$ cat config.mk
export PLATFORM = sky130hd
export DESIGN_NAME = integer_to_ascii_formatter
export DESIGN_NICKNAME = d
export VERILOG_FILES = /design/src/design/itaf_pkg.sv /design/src/design/itaf_front.sv /design/src/design/itaf_back.sv /design/src/design/integer_to_ascii_formatter.sv
export VERILOG_INCLUDE_DIRS = /design/src /design/src/design
export SDC_FILE = /design/constraint.sdc
export NUM_CORES = 1
export LEC_CHECK = 0
export ABC_AREA = 1
export BUFFER_PORTS_ARGS = -buffer_cell sky130_fd_sc_hd__buf_4
export CORE_MARGIN = 2
export CORE_UTILIZATION = 40
export DETAILED_ROUTE_END_ITERATION = 10
export GPL_ROUTABILITY_DRIVEN = 0
export SLEW_MARGIN = 20
export SYNTH_ARGS = -nofsm -noshare
export SYNTH_HDL_FRONTEND = slang
export SYNTH_SLANG_ARGS = --single-unit
$ cat constraint.sdc
create_clock -name clk -period 6.8 [get_ports clk]
set_input_delay 0 -clock clk [delete_from_list [all_inputs] [get_ports clk]]
set_output_delay 0 -clock clk [all_outputs]
set_load 0.01 [all_outputs]
$ cat src/design/integer_to_ascii_formatter_macros.svh
// ------------------------------------------------------------------------
// Assertion macros for the integer to ASCII formatter
// Concurrent checks clocked on clk and muted while arst_n is low.
// ------------------------------------------------------------------------
`ifndef INTEGER_TO_ASCII_FORMATTER_MACROS_SVH
`define INTEGER_TO_ASCII_FORMATTER_MACROS_SVH

// The condition must hold at every clock edge out of reset.
`define ITAF_ASSERT_ALWAYS(lbl, cond, msg) \
	lbl: assert property (@(posedge clk) disable iff (!arst_n) (cond)) else $error(msg);

// The consequent must hold in the same cycle as the antecedent.
`define ITAF_ASSERT_IMPLIES(lbl, ante, cons, msg) \
	lbl: assert property (@(posedge clk) disable iff (!arst_n) (ante) |-> (cons)) else $error(msg);

`endif

$ cat src/design/itaf_pkg.sv
// ------------------------------------------------------------------------
// itaf_pkg
// Shared types, character codes and helpers of the integer to ASCII formatter.
// ------------------------------------------------------------------------
package itaf_pkg;

	// Mode codes of the action field.
	localparam logic MODE_DEC = 1'b0;
	localparam logic MODE_HEX = 1'b1;

	// ASCII codes.
	localparam logic [7:0] CHAR_ZERO  = 8'h30;
	localparam logic [7:0] CHAR_NINE  = 8'h39;
	localparam logic [7:0] CHAR_A     = 8'h61;
	localparam logic [7:0] CHAR_F     = 8'h66;
	localparam logic [7:0] CHAR_MINUS = 8'h2d;

	// Shift-and-add-3 constants of the binary to BCD conversion.
	localparam logic [3:0] BCD_ADJ_MIN = 4'd5;
	localparam logic [3:0] BCD_ADJ     = 4'd3;
	localparam logic [3:0] DIGIT_TEN   = 4'd10;

	// Bits of the magnitude consumed per conversion cycle.
	localparam int BITS_PER_STEP = 4;

	// Classification that travels with a word from the front to the back.
	typedef struct packed {
		logic hex;
		logic neg;
	} itaf_ctl_t;

	typedef enum logic [2:0] {
		ST_IDLE,
		ST_CONV,
		ST_SCAN,
		ST_SIGN,
		ST_EMIT
	} itaf_state_t;

	// One digit (0 to 15) to its lowercase ASCII code.
	function automatic logic [7:0] digit_char(input logic [3:0] d);
		logic [7:0] c;
		if (d < DIGIT_TEN) begin
			c = CHAR_ZERO + {4'd0, d};
		end else begin
			c = CHAR_A + {4'd0, d - DIGIT_TEN};
		end
		return c;
	endfunction

endpackage

$ cat src/design/itaf_front.sv
// ------------------------------------------------------------------------
// itaf_front
// Accepts words, classifies sign and mode, and queues the magnitude.
// ------------------------------------------------------------------------
module itaf_front #(
	parameter int WORD_BITS = 32
) (
	input  logic                  clk,
	input  logic                  arst_n,
	input  logic                  push,
	output logic                  full,
	input  logic                  action,
	input  logic [WORD_BITS-1:0]  value,
	output logic                  q_valid,
	input  logic                  q_take,
	output itaf_pkg::itaf_ctl_t   q_ctl,
	output logic [WORD_BITS-1:0]  q_mag
);
	import itaf_pkg::*;

	localparam int QDEPTH = 2;
	localparam int PTR_W  = $clog2(QDEPTH);
	localparam int CNT_W  = $clog2(QDEPTH + 1);

	itaf_ctl_t            ctl_mem_q [QDEPTH];
	logic [WORD_BITS-1:0] mag_mem_q [QDEPTH];
	logic [PTR_W-1:0]     wr_ptr_q;
	logic [PTR_W-1:0]     rd_ptr_q;
	logic [CNT_W-1:0]     count_q;

	itaf_ctl_t            in_ctl;
	logic [WORD_BITS-1:0] in_mag;
	logic                 wr_en;
	logic                 rd_en;

	// A decimal word with its top bit set is negative; its magnitude is the
	// unsigned two's complement, which also covers the most negative value.
	always_comb begin
		in_ctl.hex = (action == MODE_HEX);
		in_ctl.neg = (action == MODE_DEC) && value[WORD_BITS-1];
		in_mag     = in_ctl.neg ? (~value + WORD_BITS'(1)) : value;
	end

	assign full    = (count_q == CNT_W'(QDEPTH));
	assign q_valid = (count_q != '0);
	assign wr_en   = push && !full;
	assign rd_en   = q_take && q_valid;
	assign q_ctl   = ctl_mem_q[rd_ptr_q];
	assign q_mag   = mag_mem_q[rd_ptr_q];

	always_ff @(posedge clk) begin
		if (wr_en) begin
			ctl_mem_q[wr_ptr_q] <= in_ctl;
			mag_mem_q[wr_ptr_q] <= in_mag;
		end
	end

	always_ff @(posedge clk or negedge arst_n) begin
		if (!arst_n) begin
			wr_ptr_q <= '0;
			rd_ptr_q <= '0;
			count_q  <= '0;
		end else begin
			if (wr_en) begin
				wr_ptr_q <= wr_ptr_q + PTR_W'(1);
			end
			if (rd_en) begin
				rd_ptr_q <= rd_ptr_q + PTR_W'(1);
			end
			if (wr_en && !rd_en) begin
				count_q <= count_q + CNT_W'(1);
			end else if (rd_en && !wr_en) begin
				count_q <= count_q - CNT_W'(1);
			end
		end
	end

endmodule

$ cat src/design/itaf_back.sv
// ------------------------------------------------------------------------
// itaf_back
// Converts a queued magnitude to digits and emits characters one by one.
// ------------------------------------------------------------------------
module itaf_back #(
	parameter int WORD_BITS = 32
) (
	input  logic                  clk,
	input  logic                  arst_n,
	input  logic                  q_valid,
	output logic                  q_take,
	input  itaf_pkg::itaf_ctl_t   q_ctl,
	input  logic [WORD_BITS-1:0]  q_mag,
	output logic                  empty,
	input  logic                  pop,
	output logic [7:0]            char_code,
	output logic                  last
);
	import itaf_pkg::*;

	// Decimal digits needed for 2^WORD_BITS - 1 (1233 / 4096 ~ log10 2).
	localparam int NDIG  = ((WORD_BITS * 1233) >> 12) + 1;
	localparam int DIG_W = NDIG * 4;
	localparam int STEPS = (WORD_BITS + BITS_PER_STEP - 1) / BITS_PER_STEP;
	localparam int PW    = STEPS * BITS_PER_STEP;
	localparam int CW    = $clog2(STEPS + 1);
	localparam int IW    = $clog2(NDIG);

	itaf_state_t      state_q;
	itaf_state_t      state_d;
	logic [DIG_W-1:0] dig_q;
	logic [PW-1:0]    bin_q;
	logic [CW-1:0]    cnt_q;
	logic [IW-1:0]    idx_q;
	logic             neg_q;
	logic             ovalid_q;
	logic [7:0]       char_q;
	logic             last_q;

	logic             out_free;
	logic             out_we;
	logic [7:0]       out_char;
	logic             out_last;
	logic [DIG_W-1:0] conv_dig;
	logic [PW-1:0]    conv_bin;
	logic [IW-1:0]    top_idx;
	logic [3:0]       cur_digit;

	assign out_free  = !ovalid_q || pop;
	assign cur_digit = dig_q[idx_q*4 +: 4];
	assign empty     = !ovalid_q;
	assign char_code = char_q;
	assign last      = last_q;

	// Four shift-and-add-3 steps of the binary to BCD conversion.
	always_comb begin
		conv_dig = dig_q;
		conv_bin = bin_q;
		for (int s = 0; s < BITS_PER_STEP; s++) begin
			for (int i = 0; i < NDIG; i++) begin
				if (conv_dig[i*4 +: 4] >= BCD_ADJ_MIN) begin
					conv_dig[i*4 +: 4] = conv_dig[i*4 +: 4] + BCD_ADJ;
				end
			end
			conv_dig = {conv_dig[DIG_W-2:0], conv_bin[PW-1]};
			conv_bin = {conv_bin[PW-2:0], 1'b0};
		end
	end

	// Position of the most significant nonzero digit; zero when all are zero.
	always_comb begin
		top_idx = '0;
		for (int i = 0; i < NDIG; i++) begin
			if (dig_q[i*4 +: 4] != 4'd0) begin
				top_idx = IW'(i);
			end
		end
	end

	always_comb begin
		state_d = state_q;
		case (state_q)
			ST_IDLE: begin
				if (q_valid) begin
					state_d = q_ctl.hex ? ST_SCAN : ST_CONV;
				end
			end
			ST_CONV: begin
				if (cnt_q == CW'(1)) begin
					state_d = ST_SCAN;
				end
			end
			ST_SCAN: begin
				state_d = neg_q ? ST_SIGN : ST_EMIT;
			end
			ST_SIGN: begin
				if (out_free) begin
					state_d = ST_EMIT;
				end
			end
			ST_EMIT: begin
				if (out_free && idx_q == '0) begin
					state_d = ST_IDLE;
				end
			end
			default: begin
				state_d = ST_IDLE;
			end
		endcase
	end

	always_comb begin
		q_take   = 1'b0;
		out_we   = 1'b0;
		out_char = CHAR_ZERO;
		out_last = 1'b0;
		case (state_q)
			ST_IDLE: begin
				q_take = q_valid;
			end
			ST_SIGN: begin
				out_we   = out_free;
				out_char = CHAR_MINUS;
			end
			ST_EMIT: begin
				out_we   = out_free;
				out_char = digit_char(cur_digit);
				out_last = (idx_q == '0);
			end
			default: begin
				q_take = 1'b0;
			end
		endcase
	end

	always_ff @(posedge clk or negedge arst_n) begin
		if (!arst_n) begin
			state_q  <= ST_IDLE;
			ovalid_q <= 1'b0;
			cnt_q    <= '0;
		end else begin
			state_q <= state_d;
			if (out_we) begin
				ovalid_q <= 1'b1;
			end else if (pop) begin
				ovalid_q <= 1'b0;
			end
			if (q_take) begin
				cnt_q <= CW'(STEPS);
			end else if (state_q == ST_CONV) begin
				cnt_q <= cnt_q - CW'(1);
			end
		end
	end

	always_ff @(posedge clk) begin
		if (q_take) begin
			neg_q <= q_ctl.neg;
			bin_q <= PW'(q_mag);
			if (q_ctl.hex) begin
				dig_q <= DIG_W'(q_mag);
			end else begin
				dig_q <= '0;
			end
		end else if (state_q == ST_CONV) begin
			dig_q <= conv_dig;
			bin_q <= conv_bin;
		end
		if (state_q == ST_SCAN) begin
			idx_q <= top_idx;
		end else if (state_q == ST_EMIT && out_we) begin
			idx_q <= idx_q - IW'(1);
		end
		if (out_we) begin
			char_q <= out_char;
			last_q <= out_last;
		end
	end

endmodule

$ cat src/design/integer_to_ascii_formatter.sv
// ------------------------------------------------------------------------
// integer_to_ascii_formatter
// Formats a word as signed decimal or unsigned lowercase hex ASCII text.
// ------------------------------------------------------------------------
// Usage: the input side is a queue write port. A word (action, value) is
// taken at a clock edge where push is high and full is low. Action low reads
// value as a two's complement decimal number, action high as unsigned hex.
// The result side is a queue read port: while empty is low, char_code and
// last show the oldest character, and it is taken when pop is high.
// Characters come most significant digit first with no leading zeros, a
// leading '-' for negative decimal numbers, and last marks the final one.
// A decimal word is taken from the queue, runs through the shift-and-add-3
// loop, four bits per cycle, and has its top digit found; its characters
// then go out one per cycle while the receiver pops. A hex word skips the
// loop. The single character output register holds each character shown.
// A two-entry queue lets the next word enter while the current one is
// being converted or emitted.
// Reset clears the queue, the sequencer and the output valid flag. When the
// receiver stalls, the current character holds and the emitter waits.
// ------------------------------------------------------------------------
`include "integer_to_ascii_formatter_macros.svh"

module integer_to_ascii_formatter #(
	parameter int WORD_BITS = 32
) (
	input  logic                 clk,
	input  logic                 arst_n,
	input  logic                 push,
	output logic                 full,
	input  logic                 action,
	input  logic [WORD_BITS-1:0] value,
	output logic                 empty,
	input  logic                 pop,
	output logic [7:0]           char_code,
	output logic                 last
);
	import itaf_pkg::*;

	// Link between the classifying front end and the converting back end.
	logic                 q_valid;
	logic                 q_take;
	itaf_ctl_t            q_ctl;
	logic [WORD_BITS-1:0] q_mag;

	// High when the shown character is one the block may produce.
	logic                 char_legal;

	itaf_front #(
		.WORD_BITS(WORD_BITS)
	) u_front (
		.clk     (clk),
		.arst_n  (arst_n),
		.push    (push),
		.full    (full),
		.action  (action),
		.value   (value),
		.q_valid (q_valid),
		.q_take  (q_take),
		.q_ctl   (q_ctl),
		.q_mag   (q_mag)
	);

	itaf_back #(
		.WORD_BITS(WORD_BITS)
	) u_back (
		.clk       (clk),
		.arst_n    (arst_n),
		.q_valid   (q_valid),
		.q_take    (q_take),
		.q_ctl     (q_ctl),
		.q_mag     (q_mag),
		.empty     (empty),
		.pop       (pop),
		.char_code (char_code),
		.last      (last)
	);

	// Digits, lowercase hex letters and the minus sign are the only legal characters.
	assign char_legal = char_code inside {[CHAR_ZERO:CHAR_NINE], [CHAR_A:CHAR_F], CHAR_MINUS};

	// The back end only takes a word the queue actually holds.
	`ITAF_ASSERT_IMPLIES(a_take_valid, q_take, q_valid, "back end took from an empty queue")
	// A full queue must be offering a word to the back end.
	`ITAF_ASSERT_IMPLIES(a_full_valid, full, q_valid, "queue full but nothing offered")
	// Every shown character is a digit, a lowercase hex letter or a minus sign.
	`ITAF_ASSERT_IMPLIES(a_char_set, !empty, char_legal, "character outside the output set")
	// A minus sign is never the final character of a number.
	`ITAF_ASSERT_IMPLIES(a_sign_not_last, !empty && last, char_code != CHAR_MINUS, "minus sign as last")

endmodule

==> flow_summary_export.csv, run 1 <==
group,metric,value,unit
detailed_routing,viasPerCell,4.938,
synthesis,synth-xor-area-share,3.458,%
sta,hold_slack,21.03,ps
synthesis,netlist_area,0.01190,mm2
synthesis,synthMuxAreaShare,0,%
clock_tree,clkTransAtPathRegs,70,ps
critical_path,slowest_stage,"edfxtp_1",
detailed_routing,vias,10054,
synthesis,synth_cells,1562,
grt,grt_pass1_vias,9517,
sta,skew,14.88,ps
grt,track_usage,17.70,%
cells_and_area,finalInstanceArea,0.01358,mm2
cells_and_area,nNetsFinal,1721,
sta,rsz0062_at_grt,"false",
synthesis,netlist.area_leader.share,38.34,%
critical_path,worstSetupStartpoint,"u_back.dig_q[32]",
synthesis,ys_types,58,
detailed_routing,wl_per_cell,13.31,um
die,die-area,0.03116,mm2
clock_tree,cts_sinks,164,
die,start_util,40.38,%
sta,hold_viol_final,0,
clock_tree,clock_latency,430,ps
die,die_x,176.5,um
sta,setup_viol,0,
cells_and_area,fillers,2917,
critical_path,cp.arrival,4200,ps
clock_tree,cts_buffers,17,
sta,slew_violations,0,
placed_design,dpl_cell_area,0.01267,mm2
placed_design,portBuffers,45,
critical_path,crit_buf_inv,6,
grt,overflow,0,
synthesis,synth-simple-area-share,33.41,%
synthesis,synthTopCellsByArea,"edfxtp_1 38%, nand2_1 17%, inv_1 6.0%, ha_1 5.4%, nand3_1 5.3%",
clock_tree,clockBufferDepth,2,
grt,grt_max_degree,75,
cells_and_area,insertedDiodeCount,0,
detailed_routing,dr.pass1.iters,5,
synthesis,synth_fp_nets,1650,
critical_path,crit_path_start_kind,"register",
die,die_h,176.5,um
synthesis,synth_top_flop_cell,"edfxtp_1",
worst_hold_path,hold_path.class,"in2reg",
sta,timing.fmax,0.2490,GHz
die,fp.coreArea,0.02948,mm2
synthesis,yosysWarningCount,0,
critical_path,cp_top_family,"compound AO/OA/AOI/OAI gates",
die,io_pins,48,
clock_tree,cts_tree,"done",
sta,min_period,4016,ps
synthesis,syn_area_per_cell,7.621,um2
cells_and_area,layout.cells.non_filler,2036,
synthesis,async_flop_share,7.317,%
flow_run,drv_cap,0,
clock_tree,cts_root_buf,"clkbuf_16",
sta,worst_slew_pin_slew,1055,ps
run_status,outcome,"complete, no violations",
die,fp-row-count,63,
detailed_routing,drc,0,
cells_and_area,area_growth,14.06,%
sta,fin_tns_setup,0,ps
synthesis,synth-adder-area-share,5.361,%
synthesis,synth_top_family_by_area,"simple AND/OR/NAND/NOR gates",
clock_tree,cts.htree.levels,4,
placed_design,place_inst,1973,
detailed_routing,wl,27110,um
critical_path,path_common_cell,"inv_1",
detailed_routing,drt_iter0_drc,516,
grt,antenna_found_initial,0,
critical_path,worstSetupPathType,"reg2reg",
critical_path,cp-end-kind,"register",
synthesis,synth_compound_area_share,9.092,%
critical_path,critPathMaxStageDelay,450,ps
synthesis,synth_edf_count,152,
synthesis,ys_ff_latch,164,
grt,grt_first_pass_wirelength,44620,um
synthesis,yosysTopAreaCell,"edfxtp_1",
placed_design,hpwlAfterDp,20160,um
synthesis,yosysSeqAreaShare,40.87,%
cells_and_area,layout-drive-gt1-share,12.88,%
detailed_routing,antenna_left,0,
critical_path,r2r-start,"u_back.dig_q[32]",
sta,slew_headroom,29.69,%
critical_path,cp_cell_sequence,"inv_1, ha_1, inv_1, o21ai_2, inv_1, a31oi_1, ha_1, inv_1, o21ai_1, nand2_1, xor2_1, ha_1, inv_1, o21ai_0, nand2_1, xor2_1, inv_1, ha_1, o211ai_1, nand2_1, o21ai_0, nor2_1",
sta,timing.final.crit_share,59.06,%
worst_hold_path,hold_path.startpoint,"value[14]",
critical_path,critPathMaxFanout,5,
critical_path,crit_required,6980,ps
## layout make-up
| class | count | area [um2] | share of cell area [%] |
|---|---|---|---|
| multi-input cells | 1158 | 6141 | 45.23 |
| flip-flops and latches | 164 | 4865 | 35.83 |
| inverters | 208 | 780.7 | 5.750 |
| repair buffers | 84 | 708.2 | 5.216 |
| well taps | 390 | 488.0 | 3.594 |
| clock buffers | 18 | 429.2 | 3.161 |
| clock inverters | 14 | 166.4 | 1.226 |
## per-layer routing
layer  vias to the layer above  part of all wire (%)  GRT usage [%]
met1                      4575                    47          22.83
met2                       180                    48          30.79
met4                         0                   1.9          5.165
li1                       5267                     -              -
met3                        32                   3.1          2.541
met5                         -                     0              0
## tightest hold or removal path, cell delays in order
cell and delay (ps):
buf_4 120, inv_1 80, xor2_1 80
## what timing repair did
item                                   4_1_cts  5_1_grt
setup buffers                                0        0
endpoints found under the hold margin       67        0
gates resized for setup                      0        0
hold buffers                                31        0
## synth_stat cells (3+ instances only)
library cell,count
nor2_2,3
o22ai_1,9
buf_4,4
o21bai_1,8
dfrtp_1,12
nor2_1,96
edfxtp_1,152
nor3_1,8
a31oi_1,4
xor2_1,31
o21ai_0,61
o211ai_1,5
o21ai_2,8
a21oi_1,45
buf_2,5
xnor2_1,11
inv_2,17
nor3_2,3
nand3_2,18
nand2_1,524
or2_2,4
o21a_1,3
nand3_1,125
nand4_1,30
nand2_4,11
o311ai_0,3
clkbuf_1,22
inv_1,190
o21ai_4,4
ha_1,51
nand3b_1,6
a211oi_1,4
nand2_2,46
o21ai_1,8
## cells in the final DEF, fill, tap and decap left out, types with 3 or more instances in the layout
master,count
nor2_2,5
a211oi_1,4
a31oi_1,4
dlygate4sd3_1,31
a21oi_1,45
nand3_1,125
nor2_1,94
xnor2_1,11
dfrtp_1,12
o21bai_1,8
nand3_2,18
inv_8,4
buf_4,53
or2_2,4
inv_2,17
o211ai_1,5
xor2_1,31
nand3b_1,6
edfxtp_1,152
o21a_1,3
o21ai_1,9
nor3_2,3
o21ai_2,8
nand2_1,523
o21ai_0,59
clkinv_4,3
nand4_1,30
ha_1,51
o21ai_4,5
nand2_4,12
clkbuf_16,17
o22ai_1,9
nor3_1,8
o311ai_0,3
nand2_2,46
inv_1,190
## path summary, 6_finish.rpt
path	end	cells after the start	slack, ps
max in group asynchronous	u_back.state_q[0]	3	5660
setup / recovery	u_back.dig_q[38]	22	2780
hold / removal	u_front.mag_mem_q[0][14]	3	20
hold reg to reg	u_back.cnt_q[3]	1	490
min in group asynchronous	u_front.wr_ptr_q	3	680
setup reg to reg	u_back.dig_q[38]	22	2780
## metrics by stage
| stage | setup slack, ps | utilization [%] |
|---|---|---|
| floorplan | 3331 | - |
| global placement | 3064 | 42.98 |
| CTS | 2818 | 46.06 |
| detailed placement | 2832 | 42.98 |
| global route | 2329 | 46.06 |
| finish | 2784 | 46.06 |
## sequential cells by signal, summed over array words and instances, names as in the netlist
register and cells:
u_back.neg_q 1, u_back.state_q 3, u_front.ctl_mem_q 4, u_back.ovalid_q 1
u_back.bin_q 32, u_back.cnt_q 4, u_back.char_code 6, u_back.idx_q 4
u_back.last 1, u_front.mag_mem_q 64, u_front.wr_ptr_q 1, u_back.dig_q 40
u_front.count_q 2, u_front.rd_ptr_q 1
## cell families after synthesis
family | count (synthesis)
other cells | 2
flops | 164
buf+inv | 240
simple gates | 885
fa+ha+maj | 51
xor+xnor | 44
compound gates | 176
Power of run 1 is left out: the tool's default activity adds up to more than one toggle a clock period on the data nets, which glitch-free logic cannot reach.
==> inputs of run 2 (changes only) <==
Clock period 6.8 ns to 4.1 ns, I/O delays scaled along.
==> run 2 against run 1 <==
Net effect:
- routed wire length shrank 1.6%
- utilization grew 0.20 points
- flip-flop and latch count unchanged
- critical path depth increased by 1
- final area increased by 0.44%
- non-clock buffer count did not move
- cell count unchanged
- hold slack got worse by 6.2 ps
- maximum frequency up 7.0%
- via count grew 0.62%
- clock skew grew 1.2 ps
- largest cell class unchanged
- highest routed layer unchanged
==> flow_summary_export.csv, run 2 (synthesized netlist as in run 1, its figures left out) <==
group,metric,value,unit
placed_design,dpl_cell_area,0.01270,mm2
critical_path,cp-end-kind,"register",
clock_tree,clock_latency,430,ps
critical_path,crit_path_start_kind,"register",
sta,slew_headroom,29.46,%
clock_tree,cts_buffers,17,
die,fp.coreArea,0.02948,mm2
cells_and_area,fillers,2940,
critical_path,critPathMaxFanout,5,
clock_tree,cts_root_buf,"clkbuf_16",
detailed_routing,viasPerCell,4.969,
detailed_routing,dr.pass1.iters,5,
critical_path,cp_cell_sequence,"inv_1, ha_1, inv_1, o21ai_2, inv_1, a31oi_4, ha_2, inv_1, o21ai_1, nand2_1, xor2_2, ha_1, inv_1, o21ai_1, nand2_1, xor2_2, inv_1, ha_1, inv_1, o211ai_1, nand2_1, o21ai_1, a21oi_1",
die,start_util,40.38,%
clock_tree,cts_sinks,164,
worst_hold_path,hold_path.class,"in2reg",
cells_and_area,multi_input_area,0.006186,mm2
sta,timing.fmax,0.2664,GHz
die,fp-row-count,63,
clock_tree,cts.htree.levels,4,
cells_and_area,nNetsFinal,1721,
cells_and_area,finalInstanceArea,0.01364,mm2
clock_tree,cts_tree,"done",
critical_path,worstSetupPathType,"reg2reg",
sta,skew,16.12,ps
placed_design,place_inst,1975,
grt,grt_max_degree,75,
critical_path,crit_required,4280,ps
sta,slew_violations,0,
die,die_h,176.5,um
sta,worst_slew_pin_slew,1058,ps
cells_and_area,reg_top3,"u_front.mag_mem_q: 64 flops, u_back.dig_q: 40 flops, u_back.bin_q: 32 flops",
placed_design,portBuffers,45,
sta,setup_viol,0,
die,io_pins,48,
cells_and_area,layout.cells.most_common,"nand2_1",
placed_design,hpwlAfterDp,19680,um
run_status,outcome,"complete, no violations",
grt,grt_pass1_vias,9445,
cells_and_area,regMostFlops,"u_front.mag_mem_q",
sta,hold_viol_final,0,
cells_and_area,layout.cells.non_filler,2036,
sta,min_period,3753,ps
grt,grt_first_pass_wirelength,44750,um
cells_and_area,ff_latch_area,0.004865,mm2
cells_and_area,final_cell_mix,"523 x nand2_1, 190 x inv_1, 152 x edfxtp_1, 124 x nand3_1, 94 x nor2_1",
grt,track_usage,17.70,%
cells_and_area,layout-drive-gt1-share,13.43,%
flow_run,drv_cap,0,
sta,timing.final.crit_share,91.54,%
detailed_routing,drc,0,
detailed_routing,wl,26670,um
detailed_routing,antenna_left,0,
grt,antenna_found_initial,0,
critical_path,path_common_cell,"inv_1",
cells_and_area,area_growth,14.57,%
die,die-area,0.03116,mm2
grt,overflow,0,
detailed_routing,vias,10116,
clock_tree,clockBufferDepth,2,
critical_path,slowest_stage,"edfxtp_1",
cells_and_area,largest_reg_flops,64,
die,die_x,176.5,um
critical_path,critPathMaxStageDelay,450,ps
clock_tree,clkTransAtPathRegs,70,ps
detailed_routing,wl_per_cell,13.10,um
cells_and_area,insertedDiodeCount,0,
critical_path,cp.arrival,3930,ps
detailed_routing,drt_iter0_drc,644,
-- run 2: cell count changes in the layout (fill, tap and decap cells not counted), moves of 3 or more --
| cell | previous run | this run |
|---|---|---|
| dlygate4sd3_1 | 31 | 28 |
| inv_6 | 2 | 5 |
| xor2_1 | 31 | 28 |
| xor2_2 | 0 | 3 |
-- run 2: worst paths after layout --
path	slack [ps]	endpoint	cells past startpoint	from
worst max-delay path	350	u_back.dig_q[37]	23	u_back.dig_q[32]
worst min-delay path	10	u_front.mag_mem_q[0][14]	3	value[14]
worst max register to register	350	u_back.dig_q[37]	23	u_back.dig_q[32]
worst min register to register	490	u_back.cnt_q[3]	1	u_back.cnt_q[3]
max in group asynchronous	2990	u_back.state_q[1]	3	arst_n
min in group asynchronous	660	u_front.wr_ptr_q	3	arst_n
-- run 2: area by class of cell --
class | instances | share of cell area [%]
timing repair buffer | 84 | 5.229
clock inverter | 15 | 1.321
sequential | 164 | 35.67
multi-input combinational | 1158 | 45.36
tap | 390 | 3.578
clock buffer | 17 | 3.119
inverter | 208 | 5.725
-- run 2: worst max-delay path: cells and delay by family (launching register included) --
family / cells / cell delay (ps)
AOI/OAI and AO/OA: 7 / 1020
adders and majority gates: 4 / 770
buffers and inverters: 7 / 520
DFF: 1 / 450
xor gates and xnor gates: 2 / 390
and+or+nand+nor: 3 / 370
-- run 2: repair_timing --
item	CTS	global route
endpoints found under the setup margin	0	2
hold buffers	28	0
hold endpoints to repair	64	0
resized for setup	0	9
buffers inserted	0	1
-- run 2: per-layer routing --
layer	routed length, um	track usage [%]
met3	898	2.433
met2	12510	29.93
met4	480	4.580
met1	12790	23.86
met5	0	0
-- run 2: through the flow --
step	setup TNS, ps	setup slack (ps)	hold WS [ps]	util [%]
after floorplan	0	630.9	-295.6	-
after global placement	0	350.4	-134.8	43.08
after detailed placement	0	222.3	-134.2	43.08
after CTS	0	207.4	1.923	46.08
after global routing	-126.4	-69.06	18.61	46.26
final	0	346.8	14.82	46.26
Power of run 2 is left out for the same reason.
